===== src/hdl/gdc_pkg.sv =====
// Shared types, constants and calendar helpers for the Gregorian date counter.
package gdc_pkg;

    // Default year register width and calendar constants
    localparam int unsigned YEAR_BITS_DEF = 16;
    localparam int unsigned RESET_YEAR    = 1988;
    localparam logic [4:0]  CLAMP_DAY     = 5'd28;
    localparam logic [3:0]  LAST_MONTH    = 4'd12;
    localparam int unsigned LEAP_DIV      = 25;   // 400 = 16 * 25, 100 = 4 * 25

    // Request codes
    typedef enum logic [1:0] {
        REQ_LOAD    = 2'd0,
        REQ_ADVANCE = 2'd1,
        REQ_COUNT   = 2'd2,
        REQ_NONE    = 2'd3
    } t_req;

    // Result status codes
    typedef enum logic [1:0] {
        ST_OK    = 2'd0,
        ST_RANGE = 2'd1,
        ST_CLAMP = 2'd2,
        ST_WRAP  = 2'd3
    } t_status;

    // Controller states
    typedef enum logic [1:0] {
        S_IDLE  = 2'd0,
        S_CHECK = 2'd1,
        S_WALK  = 2'd2,
        S_DONE  = 2'd3
    } t_state;

    // Input item
    typedef struct packed {
        logic [1:0]  req_type;
        logic [5:0]  day_in;
        logic [3:0]  month_in;
        logic [15:0] year_in;
        logic [15:0] day_count;
    } t_in;

    // Result item
    typedef struct packed {
        logic [4:0]  day_out;
        logic [3:0]  month_out;
        logic [15:0] year_out;
        logic        leap_year;
        logic [1:0]  status;
        logic [31:0] days_between;
    } t_out;

    // Controller to datapath
    typedef struct packed {
        logic capture;
        logic decide;
        logic step;
        logic emit;
    } t_cmd;

    // Datapath to controller
    typedef struct packed {
        logic ready;      // leap flags of current and target year are up to date
        logic need_walk;  // request needs the day walk
        logic walk_done;  // walk has reached its end
        logic out_free;   // result register can take a new result
    } t_stat;

    // Days in month m; out-of-range months give 31
    function automatic logic [4:0] month_len(input logic [3:0] m, input logic leap);
        logic [4:0] len;
        case (m)
            4'd2:    len = leap ? 5'd29 : 5'd28;
            4'd4,
            4'd6,
            4'd9,
            4'd11:   len = 5'd30;
            default: len = 5'd31;
        endcase
        return len;
    endfunction

    // Multiplicative inverse of an odd number modulo 2^64 (Newton iteration)
    function automatic logic [63:0] odd_inverse(input logic [63:0] a);
        logic [63:0] x;
        x = a;
        for (int i = 0; i < 6; i++) begin
            x = x * (64'd2 - a * x);
        end
        return x;
    endfunction

endpackage


===== src/hdl/gdc_leap.sv =====
// Two-stage leap-year evaluator with a freshness flag for the year it watches.
module gdc_leap #(
    parameter int unsigned YEAR_BITS = gdc_pkg::YEAR_BITS_DEF
) (
    input  logic                 i_clk,
    input  logic                 i_rst_n,
    input  logic [YEAR_BITS-1:0] i_year,
    output logic                 o_leap,
    output logic                 o_ok
);
    import gdc_pkg::*;

    // y is a multiple of 25 exactly when y * inv(25) mod 2^N <= (2^N - 1) / 25
    localparam logic [YEAR_BITS-1:0] INV25 = YEAR_BITS'(odd_inverse(64'(LEAP_DIV)));
    localparam logic [YEAR_BITS-1:0] LIM25 =
        YEAR_BITS'(((64'd1 << YEAR_BITS) - 64'd1) / LEAP_DIV);

    logic [YEAR_BITS-1:0] r_tag1;
    logic [YEAR_BITS-1:0] r_prod;
    logic [YEAR_BITS-1:0] r_tag2;
    logic                 r_leap;
    logic                 r_v1;
    logic                 r_v2;
    logic                 n_leap;

    // Stage 1: modular product
    always_ff @(posedge i_clk) begin
        r_tag1 <= i_year;
        r_prod <= YEAR_BITS'(i_year * INV25);
    end

    // Stage 2: divisible by 4, and by 16 where also divisible by 25
    assign n_leap = (r_tag1[1:0] == 2'b00) && ((r_prod > LIM25) || (r_tag1[3:0] == 4'd0));

    always_ff @(posedge i_clk) begin
        r_tag2 <= r_tag1;
        r_leap <= n_leap;
    end

    // Pipeline fill after reset
    always_ff @(posedge i_clk) begin
        if (!i_rst_n) begin
            r_v1 <= 1'b0;
            r_v2 <= 1'b0;
        end else begin
            r_v1 <= 1'b1;
            r_v2 <= r_v1;
        end
    end

    assign o_leap = r_leap;
    assign o_ok   = r_v2 && (r_tag2 == i_year);

endmodule


===== src/hdl/gdc_datapath.sv =====
// Date registers, request checks, one-day stepper and result register.
module gdc_datapath #(
    parameter int unsigned YEAR_BITS = gdc_pkg::YEAR_BITS_DEF
) (
    input  logic          i_clk,
    input  logic          i_rst_n,
    input  gdc_pkg::t_in  i_in_data,
    input  gdc_pkg::t_cmd i_cmd,
    output gdc_pkg::t_stat o_stat,
    output logic          o_out_valid,
    input  logic          i_out_stall,
    output gdc_pkg::t_out o_out_data
);
    import gdc_pkg::*;

    // Current date
    logic [4:0]           r_day;
    logic [3:0]           r_month;
    logic [YEAR_BITS-1:0] r_year;
    // Captured request
    t_req                 r_req;
    logic [5:0]           r_td;
    logic [3:0]           r_tm;
    logic [YEAR_BITS-1:0] r_ty;
    logic [15:0]          r_cnt;
    logic [31:0]          r_between;
    t_status              r_status;
    // Result register
    logic                 r_out_valid;
    t_out                 r_out;

    logic                 leap_cur;
    logic                 ok_cur;
    logic                 leap_tgt;
    logic                 ok_tgt;
    logic                 tgt_bad;
    logic                 tgt_long;
    logic                 tgt_later;
    logic                 at_target;
    logic                 month_end;
    logic [YEAR_BITS-1:0] year_inc;

    gdc_leap #(.YEAR_BITS(YEAR_BITS)) u_leap_cur (
        .i_clk   (i_clk),
        .i_rst_n (i_rst_n),
        .i_year  (r_year),
        .o_leap  (leap_cur),
        .o_ok    (ok_cur)
    );

    gdc_leap #(.YEAR_BITS(YEAR_BITS)) u_leap_tgt (
        .i_clk   (i_clk),
        .i_rst_n (i_rst_n),
        .i_year  (r_ty),
        .o_leap  (leap_tgt),
        .o_ok    (ok_tgt)
    );

    // Checks on the captured date
    assign tgt_bad  = (r_td == 6'd0) || r_td[5] || (r_tm == 4'd0) || (r_tm > LAST_MONTH)
                      || (r_ty == '0);
    assign tgt_long = r_td > {1'b0, month_len(r_tm, leap_tgt)};

    // Order of target against current date
    assign at_target = (r_ty == r_year) && (r_tm == r_month) && (r_td == {1'b0, r_day});
    assign tgt_later = (r_ty > r_year)
                     || ((r_ty == r_year) && (r_tm > r_month))
                     || ((r_ty == r_year) && (r_tm == r_month) && (r_td > {1'b0, r_day}));

    // One-day step
    assign month_end = r_day >= month_len(r_month, leap_cur);
    assign year_inc  = r_year + YEAR_BITS'(1);

    // Status to the controller
    always_comb begin
        o_stat.ready     = ok_cur && ok_tgt;
        o_stat.need_walk = ((r_req == REQ_ADVANCE) && (r_cnt != 16'd0))
                         || ((r_req == REQ_COUNT) && !tgt_bad && !tgt_long && tgt_later);
        o_stat.walk_done = (r_req == REQ_ADVANCE) ? (r_cnt == 16'd0) : at_target;
        o_stat.out_free  = !r_out_valid || !i_out_stall;
    end

    // Current date: load, walk
    always_ff @(posedge i_clk) begin
        if (!i_rst_n) begin
            r_day   <= 5'd1;
            r_month <= 4'd1;
            r_year  <= YEAR_BITS'(RESET_YEAR);
        end else if (i_cmd.decide && (r_req == REQ_LOAD)) begin
            r_year <= r_ty;
            if (tgt_bad) begin
                r_day   <= 5'd1;
                r_month <= 4'd1;
            end else if (tgt_long) begin
                r_day   <= CLAMP_DAY;
                r_month <= r_tm;
            end else begin
                r_day   <= r_td[4:0];
                r_month <= r_tm;
            end
        end else if (i_cmd.step) begin
            if (!month_end) begin
                r_day <= r_day + 5'd1;
            end else begin
                r_day <= 5'd1;
                if (r_month >= LAST_MONTH) begin
                    r_month <= 4'd1;
                    r_year  <= year_inc;
                end else begin
                    r_month <= r_month + 4'd1;
                end
            end
        end
    end

    // Captured request, counters and status
    always_ff @(posedge i_clk) begin
        if (i_cmd.capture) begin
            r_req     <= t_req'(i_in_data.req_type);
            r_td      <= i_in_data.day_in;
            r_tm      <= i_in_data.month_in;
            r_ty      <= YEAR_BITS'(i_in_data.year_in);
            r_cnt     <= i_in_data.day_count;
            r_between <= 32'd0;
            r_status  <= ST_OK;
        end else if (i_cmd.decide) begin
            case (r_req)
                REQ_LOAD: begin
                    if (tgt_bad) begin
                        r_status <= ST_RANGE;
                    end else if (tgt_long) begin
                        r_status <= ST_CLAMP;
                    end
                end
                REQ_COUNT: begin
                    if (tgt_bad || tgt_long) begin
                        r_status <= ST_RANGE;
                    end
                end
                default: begin
                    r_status <= r_status;
                end
            endcase
        end else if (i_cmd.step) begin
            if (r_req == REQ_ADVANCE) begin
                r_cnt <= r_cnt - 16'd1;
                // year rolled over to zero
                if (month_end && (r_month >= LAST_MONTH) && (year_inc == '0)) begin
                    r_status <= ST_WRAP;
                end
            end else if (r_between != '1) begin
                r_between <= r_between + 32'd1;
            end
        end
    end

    // Result register valid
    always_ff @(posedge i_clk) begin
        if (!i_rst_n) begin
            r_out_valid <= 1'b0;
        end else if (i_cmd.emit) begin
            r_out_valid <= 1'b1;
        end else if (!i_out_stall) begin
            r_out_valid <= 1'b0;
        end
    end

    // Result register payload
    always_ff @(posedge i_clk) begin
        if (i_cmd.emit) begin
            r_out.day_out      <= r_day;
            r_out.month_out    <= r_month;
            r_out.year_out     <= 16'(r_year);
            r_out.leap_year    <= leap_cur;
            r_out.status       <= r_status;
            r_out.days_between <= r_between;
        end
    end

    assign o_out_valid = r_out_valid;
    assign o_out_data  = r_out;

endmodule


===== src/hdl/gdc_ctrl.sv =====
// Request sequencer: capture, check, day walk and result hand-off.
module gdc_ctrl (
    input  logic           i_clk,
    input  logic           i_rst_n,
    input  logic           i_in_valid,
    output logic           o_in_stall,
    input  gdc_pkg::t_stat i_stat,
    output gdc_pkg::t_cmd  o_cmd
);
    import gdc_pkg::*;

    t_state r_state;
    t_state n_state;

    // State register
    always_ff @(posedge i_clk) begin
        if (!i_rst_n) begin
            r_state <= S_IDLE;
        end else begin
            r_state <= n_state;
        end
    end

    // Next state
    always_comb begin
        n_state = r_state;
        case (r_state)
            S_IDLE: begin
                if (i_in_valid) n_state = S_CHECK;
            end
            S_CHECK: begin
                if (i_stat.ready) n_state = i_stat.need_walk ? S_WALK : S_DONE;
            end
            S_WALK: begin
                if (i_stat.walk_done) n_state = S_DONE;
            end
            S_DONE: begin
                if (i_stat.ready && i_stat.out_free) n_state = S_IDLE;
            end
            default: begin
                n_state = S_IDLE;
            end
        endcase
    end

    // Commands
    always_comb begin
        o_cmd      = '0;
        o_in_stall = 1'b1;
        case (r_state)
            S_IDLE: begin
                o_in_stall    = 1'b0;
                o_cmd.capture = i_in_valid;
            end
            S_CHECK: begin
                o_cmd.decide = i_stat.ready;
            end
            S_WALK: begin
                // hold while the leap flag catches up after a new year
                o_cmd.step = !i_stat.walk_done && i_stat.ready;
            end
            S_DONE: begin
                o_cmd.emit = i_stat.ready && i_stat.out_free;
            end
            default: begin
                o_cmd = '0;
            end
        endcase
    end

endmodule


===== src/hdl/gregorian_date_counter.sv =====
// Top level of the Gregorian date counter: sequencer plus date datapath.
//
// Keeps one Gregorian date (4/100/400 leap rule) and gives one result per
// request. Only one request is in flight: the input is stalled from the
// transfer until its result has been written to the output register, which
// then waits for the downstream side while the next request is taken. A
// rejected count, an earlier or equal target, an advance by zero and the
// unused request code go straight from the check to the result; a load also
// does, but its new year has to pass through the leap-year unit first. An
// advance walks day_count days and a count walks the days to the target: the
// datapath steps the date one day per cycle, pausing after each step into a
// new year while the pipelined leap-year unit re-evaluates the year. The
// check of a request is shorter when it repeats the year of the previous
// request. The sequencer returns to idle as the result is written, so the
// next request can be taken in the following cycle. Day counts saturate at
// 2^32 - 1. YEAR_BITS (12 to 32) sets the width of the internal year; the
// year ports stay 16 bits.
module gregorian_date_counter #(
    parameter int unsigned YEAR_BITS = gdc_pkg::YEAR_BITS_DEF
) (
    input  logic          i_clk,
    input  logic          i_rst_n,
    input  logic          i_in_valid,
    output logic          o_in_stall,
    input  gdc_pkg::t_in  i_in_data,
    output logic          o_out_valid,
    input  logic          i_out_stall,
    output gdc_pkg::t_out o_out_data
);
    import gdc_pkg::*;

    t_cmd  cmd;
    t_stat stat;

    gdc_ctrl u_ctrl (
        .i_clk      (i_clk),
        .i_rst_n    (i_rst_n),
        .i_in_valid (i_in_valid),
        .o_in_stall (o_in_stall),
        .i_stat     (stat),
        .o_cmd      (cmd)
    );

    gdc_datapath #(.YEAR_BITS(YEAR_BITS)) u_datapath (
        .i_clk       (i_clk),
        .i_rst_n     (i_rst_n),
        .i_in_data   (i_in_data),
        .i_cmd       (cmd),
        .o_stat      (stat),
        .o_out_valid (o_out_valid),
        .i_out_stall (i_out_stall),
        .o_out_data  (o_out_data)
    );

endmodule

===== config.mk =====
export PLATFORM = sky130hd
export DESIGN_NAME = gregorian_date_counter
export DESIGN_NICKNAME = d
export VERILOG_FILES = /design/src/hdl/gdc_pkg.sv /design/src/hdl/gdc_leap.sv /design/src/hdl/gdc_datapath.sv /design/src/hdl/gdc_ctrl.sv /design/src/hdl/gregorian_date_counter.sv
export SDC_FILE = /design/constraint.sdc
export NUM_CORES = 1
export LEC_CHECK = 0
export ABC_AREA = 1
export BUFFER_PORTS_ARGS = -buffer_cell sky130_fd_sc_hd__buf_2
export CORE_MARGIN = 2
export CORE_UTILIZATION = 35
export CTS_CLUSTER_SIZE = 8
export DETAILED_ROUTE_END_ITERATION = 7
export MAX_ROUTING_LAYER = met4
export SETUP_SLACK_MARGIN = 0.4
export SLEW_MARGIN = 20
export SYNTH_ARGS = -nofsm -noshare
export SYNTH_HDL_FRONTEND = slang
export SYNTH_SLANG_ARGS = --single-unit
export TNS_END_PERCENT = 1

===== constraint.sdc =====
create_clock -name i_clk -period 5.45 [get_ports i_clk]
set_clock_uncertainty 0.15 [all_clocks]
set_input_delay 1.3625 -clock i_clk [delete_from_list [all_inputs] [get_ports i_clk]]
set_output_delay 1.3625 -clock i_clk [all_outputs]
set_load 0.02 [all_outputs]

# == After elaboration in Yosys (flattened, before gate mapping) ==
# Index checks and enable logic that the tools add are counted.
# classes
addsub,5
n_mul,2
magnitude_cmp,9
n_eq_ne,30
mux,45
bitwise_logic,2
n_reduce_logical,62
# ops
op,n
$mux W16,8
$eq A16 B16 Y1,3
$logic_not A16 Y1,3
$add A32 B1 Y32 const B,1
$gt A16 B12 Y1 const B,2
$mul A16 B15 Y16 const B,2
$ne A32 B32 Y1 const B,1
$mux W5,5
$mux W2,11
$mux W4,5
$pmux W5 S2,2
$logic_and A1 B1 Y1,18
$add A16 B1 Y16 const B,1
$eq A4 B3 Y1 const B,4
$eq A4 B4 Y1 const B,4
$gt A16 B16 Y1,1
$reduce_bool A16 Y1,1
$reduce_bool A2 Y1,8
$sub A16 B1 Y16 const B,1
$gt A6 B5 Y1,2
$logic_not A4 Y1,3
$mux W1,12
$logic_or A1 B1 Y1,11
$eq A4 B2 Y1 const B,2
other kinds (25),44
# totals
register_bits,266
in_bits,48
output_inout_bits,62
wordCells,183

# == Logic depth before layout (Yosys ltp) ==
# depth
depth_word,13
ltp_mapped,19
mapped_depth_nobuf,19

# == By module ==
# From an unflattened synthesis, not the netlist that was laid out.
# hier_totals
cells_unflattened,1614
area_unflattened_um2,14312.5
# modules_own_cells
module,n_inst,cells_per_inst,area_each_um2,seq_area_each_um2
gdc_datapath,1,916,8134.1,4324.1
gdc_leap (u_datapath.u_leap_tgt),1,337,3014.1,900.9
gdc_leap (u_datapath.u_leap_cur),1,317,2912.8,900.9
gdc_ctrl,1,44,251.5,40.0

# == Worst setup path after synthesis ==
# OpenSTA, ideal clock, no wires.
# synth_timing
kind,input-to-reg
start,input i_out_stall
end,register u_datapath.r_out (netlist bit u_datapath.o_out_data[0]) (enable)
setup_time_ns,0.481
arrival_time_ns,4.046
t_required_ns,4.819
path_slack_ns,0.773
cell_stages,3
path_buffers,0
cell_sequence,nand2_1 -> nand2_1 -> nor2_1
# synth_lines
item,line_no,text
start: declaration,gregorian_date_counter.sv:27,"input logic i_out_stall,"
end: declaration,gdc_datapath.sv:30,t_out r_out;

# == Worst setup path after layout ==
# layout_timing
start,register u_datapath.r_ty[3]
end,register u_datapath.u_leap_tgt.r_prod[15]
# layout_via
elab_chain_cells,1
# layout_rtl
item,line_no,text
start: declaration,gdc_datapath.sv:24,logic [YEAR_BITS-1:0] r_ty;
start signal: assignment,gdc_datapath.sv:122,r_ty <= YEAR_BITS'(i_in_data.year_in);
$mul A16 B15 Y16,gdc_leap.sv:29,r_prod <= YEAR_BITS'(i_year * INV25);
end signal: assignment,gdc_leap.sv:29,
end: declaration,gdc_leap.sv:19,logic [YEAR_BITS-1:0] r_prod;
# Every way passes these cells.
# A chain may end at the register's enable or synchronous reset.

==> impl_metrics.py <==
metrics = {
    "clock_network": {
        "clk_latency_ns": 0.55,
        "clk_root_buffer_cell": "clkbuf_16",
        "clkSinkCount": 254,
        "clock_path_buffers": 3,
        "cts_tree": "built",
        "htreeDepth": 2,
        "clk_pin_slew_ns": 0.05,
        "cts_resized": 0,
        "cts_inserted_buffers": 38,
        "cts_setup_buffers": 0,
        "cts_hold_buffers": 0,
    },
    "yosys": {
        "synth_fa_ha_area_frac": 0.188,
        "syn-num-nets": 1948,
        "synth_compound_area_frac": 0.0534,
        "synth.cell_area_sq_um": 14700,
        "synth_mux_area_frac": 0,
        "yosysSeqAreaShare": 0.416,
        "syn_inst": 1700,
        "synthXorXnorAreaFrac": 0.0522,
        "yosysUniqueCellTypes": 46,
        "synth_seq_cells": 254,
        "synth_top_family_by_area": "simple AND/OR/NAND/NOR gates",
        "yosys_warnings": 0,
        "synth-simple-area-share": 0.216,
        "avgSynthCellArea_sq_um": 8.67,
    },
    "critical_path": {
        "crit_required_ns": 5.77,
        "cp-startpoint": "u_datapath.r_ty[3]",
        "worstPathArrival_ns": 4.60,
        "crit_path_end_kind": "register",
        "crit_fanout": 10,
        "start_kind": "register",
        "r2r_start": "u_datapath.r_ty[3]",
        "crit_type": "reg2reg",
    },
    "sta": {
        "fin_crit_ns": 4.28,
        "hold_viol": 0,
        "fin_crit_sh": 0.785,
        "worst_slew_pin_slew_ns": 1.05,
        "slew_headroom": 0.281,
        "rsz0062_at_grt": "false",
        "fin_ws_ns": 1.17,
        "fmax_mhz": 234,
        "drv_slew": 0,
        "finalSetupTns_ns": 0,
        "finalSetupViolations": 0,
    },
    "floorplan": {
        "die_y_microns": 209,
        "num_rows": 75,
        "initial_core_util": 0.353,
        "ios": 110,
        "die_x_microns": 209,
        "core_area_sq_um": 41800,
        "die_area_sq_um": 43800,
    },
    "finish": {
        "n_antenna_cell": 0,
        "final_core_utilization": 0.407,
        "final_common_cell": "nand2_1",
        "fin_nets": 2079,
        "fill_cells": 4183,
        "final_cell_mix": "nand2_1, inv_1, nor2_1",
        "drive_above_1_share": 0.106,
        "area_growth_pct": 15.3,
    },
    "power_and_ir_drop": {
        "p_seq_frac": 0.338,
        "swShare": 0.350,
        "irDropWorstVdd_v": 0.000463,
        "p_int_mw": 4.69,
        "power_mw": 7.22,
        "leakagePower_nw": 7.91,
        "p_switching_mw": 2.53,
        "pwr-share-comb": 0.358,
        "clockPowerShare": 0.304,
        "powerDensity_nw_per_um2": 425,
    },
    "worst_hold_path": {
        "hp-class": "reg2reg",
        "worstHoldStart": "u_datapath.u_leap_tgt.r_tag1[11]",
    },
    "place": {
        "dpl.hpwl_microns": 30000,
        "dp_slack_ns": 1.17,
        "gp_congestion": 0.902,
        "portBuffers": 109,
    },
    "global_routing": {
        "grt_overflow": 0,
        "grt_start_max_net_pins": 50,
        "grt_pass1_vias": 11379,
        "antenna_found_initial": 0,
        "grt_use_total": 0.187,
        "grt_pass1_wl_microns": 62000,
    },
    "detailed_routing": {
        "wl_per_cell_microns": 16.3,
        "drt_iter0_markers": 803,
        "finalWirelength_microns": 39000,
        "ant_nets": 0,
        "drc": 0,
        "dr.pass1.iters": 7,
        "vias_per_cell": 4.82,
        "num_vias": 11558,
    },
    "status": {
        "outcome": "complete, no violations",
    },
    "run": {
        "drv_cap": 0,
    },
}
## through the flow
| step | cells | hold WS (ns) | instance area (sq um) |
|---|---|---|---|
| final | 2396 | 0.172 | 17000 |
| after global routing | 2396 | 0.180 | 17000 |
| after CTS | 2396 | 0.173 | 17000 |
| after detailed placement | 2330 | 0.162 | 15900 |
| after global placement | 2330 | 0.160 | 15900 |
| after floorplan | 1700 | 0.160 | 14700 |
## synthesized netlist by cell type, drive strengths merged
library cell  count  area share
nand2           365       0.095
inv             248       0.063
nor2            185       0.050
ha              164        0.14
dfxtp           150        0.20
nand3           113       0.039
edfxtp          104        0.21
a21oi            75       0.026
xor2             53       0.032
o21ai            49       0.017
fa               36       0.049
xnor2            34       0.021
nand4            29       0.013
nor3             24      0.0092
buf              15      0.0076
clkbuf           10      0.0025
nor4              9      0.0038
nand3b            6      0.0031
o22ai             4      0.0017
a31oi             3      0.0013
o21bai            3      0.0015
o31ai             3      0.0015
or2               3      0.0013
a2111oi           2      0.0012
a21o              2      0.0010
and2              2     0.00085
clkinv            2     0.00059
o211ai            2      0.0010
o21a              2      0.0010
a21boi            1     0.00051
and3              1     0.00042
nor3b             1     0.00051
## power groups by stage
stage / sequential [mW] / combinational [mW] / clock (mW)
after floorplan: 2.40 / 2.02 / 0
after global placement: 2.46 / 2.52 / 0
after detailed placement: 2.47 / 2.59 / 0
after CTS: 2.44 / 2.64 / 2.25
after global routing: 2.46 / 3.02 / 2.33
final: 2.44 / 2.59 / 2.19
## cell type report
class	instances	area, sq um	share of cell area
inverters	250	940	0.0553
repair buffers	116	611	0.0360
flip-flops and latches	254	6130	0.361
clock inverters	1	8.76	0.000516
well taps	539	674	0.0397
clock buffers	65	1090	0.0644
multi-input cells	1171	7530	0.443
## routing by layer
layer | up-vias | wire length, microns | global-route usage
met4 | 0 | 920 | 0.0554
li1 | 5792 | - | -
met5 | - | 0 | -
met2 | 312 | 16400 | 0.270
met1 | 5399 | 19600 | 0.267
met3 | 55 | 2170 | 0.0335
## logic make-up after synthesis
group	count (synthesis)
adders and majority gates	200
buffers and inverters	275
AOI/OAI and AO/OA	146
DFF	254
and+or+nand+nor	738
xor gates and xnor gates	87
## sequential cells by signal, indices dropped and copies added (netlist names), 2 cells and up
name	flops
u_datapath.r_req	2
u_datapath.r_ty	16
u_datapath.u_leap_cur.r_tag1	13
u_ctrl.r_state	2
u_datapath.r_month	4
u_datapath.o_out_data	60
u_datapath.u_leap_tgt.r_prod	13
u_datapath.r_status	2
u_datapath.u_leap_cur.r_tag2	16
u_datapath.u_leap_tgt.r_tag1	13
u_datapath.r_day	5
u_datapath.r_tm	4
u_datapath.r_between	32
u_datapath.r_year	16
u_datapath.r_td	6
u_datapath.u_leap_tgt.r_tag2	16
u_datapath.r_cnt	16
u_datapath.u_leap_cur.r_prod	13
## worst max-delay path, cell delays in order (launching register included)
cell,delay (ns)
edfxtp_1,0.58
inv_1,0.12
ha_1,0.31
ha_1,0.27
inv_1,0.05
fa_1,0.52
fa_1,0.54
fa_1,0.56
inv_1,0.04
ha_1,0.29
ha_1,0.34
nand2_1,0.09
nand2_1,0.05
a21oi_1,0.14
xor2_1,0.15
## worst paths after layout
| path | endpoint | slack (ns) | cells past startpoint |
|---|---|---|---|
| min | u_datapath.u_leap_tgt.r_tag2[11] | 0.17 | 0 |
| max | u_datapath.u_leap_tgt.r_prod[15] | 1.17 | 14 |
| max reg2reg | u_datapath.u_leap_tgt.r_prod[15] | 1.17 | 14 |
| min reg2reg | u_datapath.u_leap_tgt.r_tag2[11] | 0.17 | 0 |
Note: power is estimated with default switching activity, not from simulation.
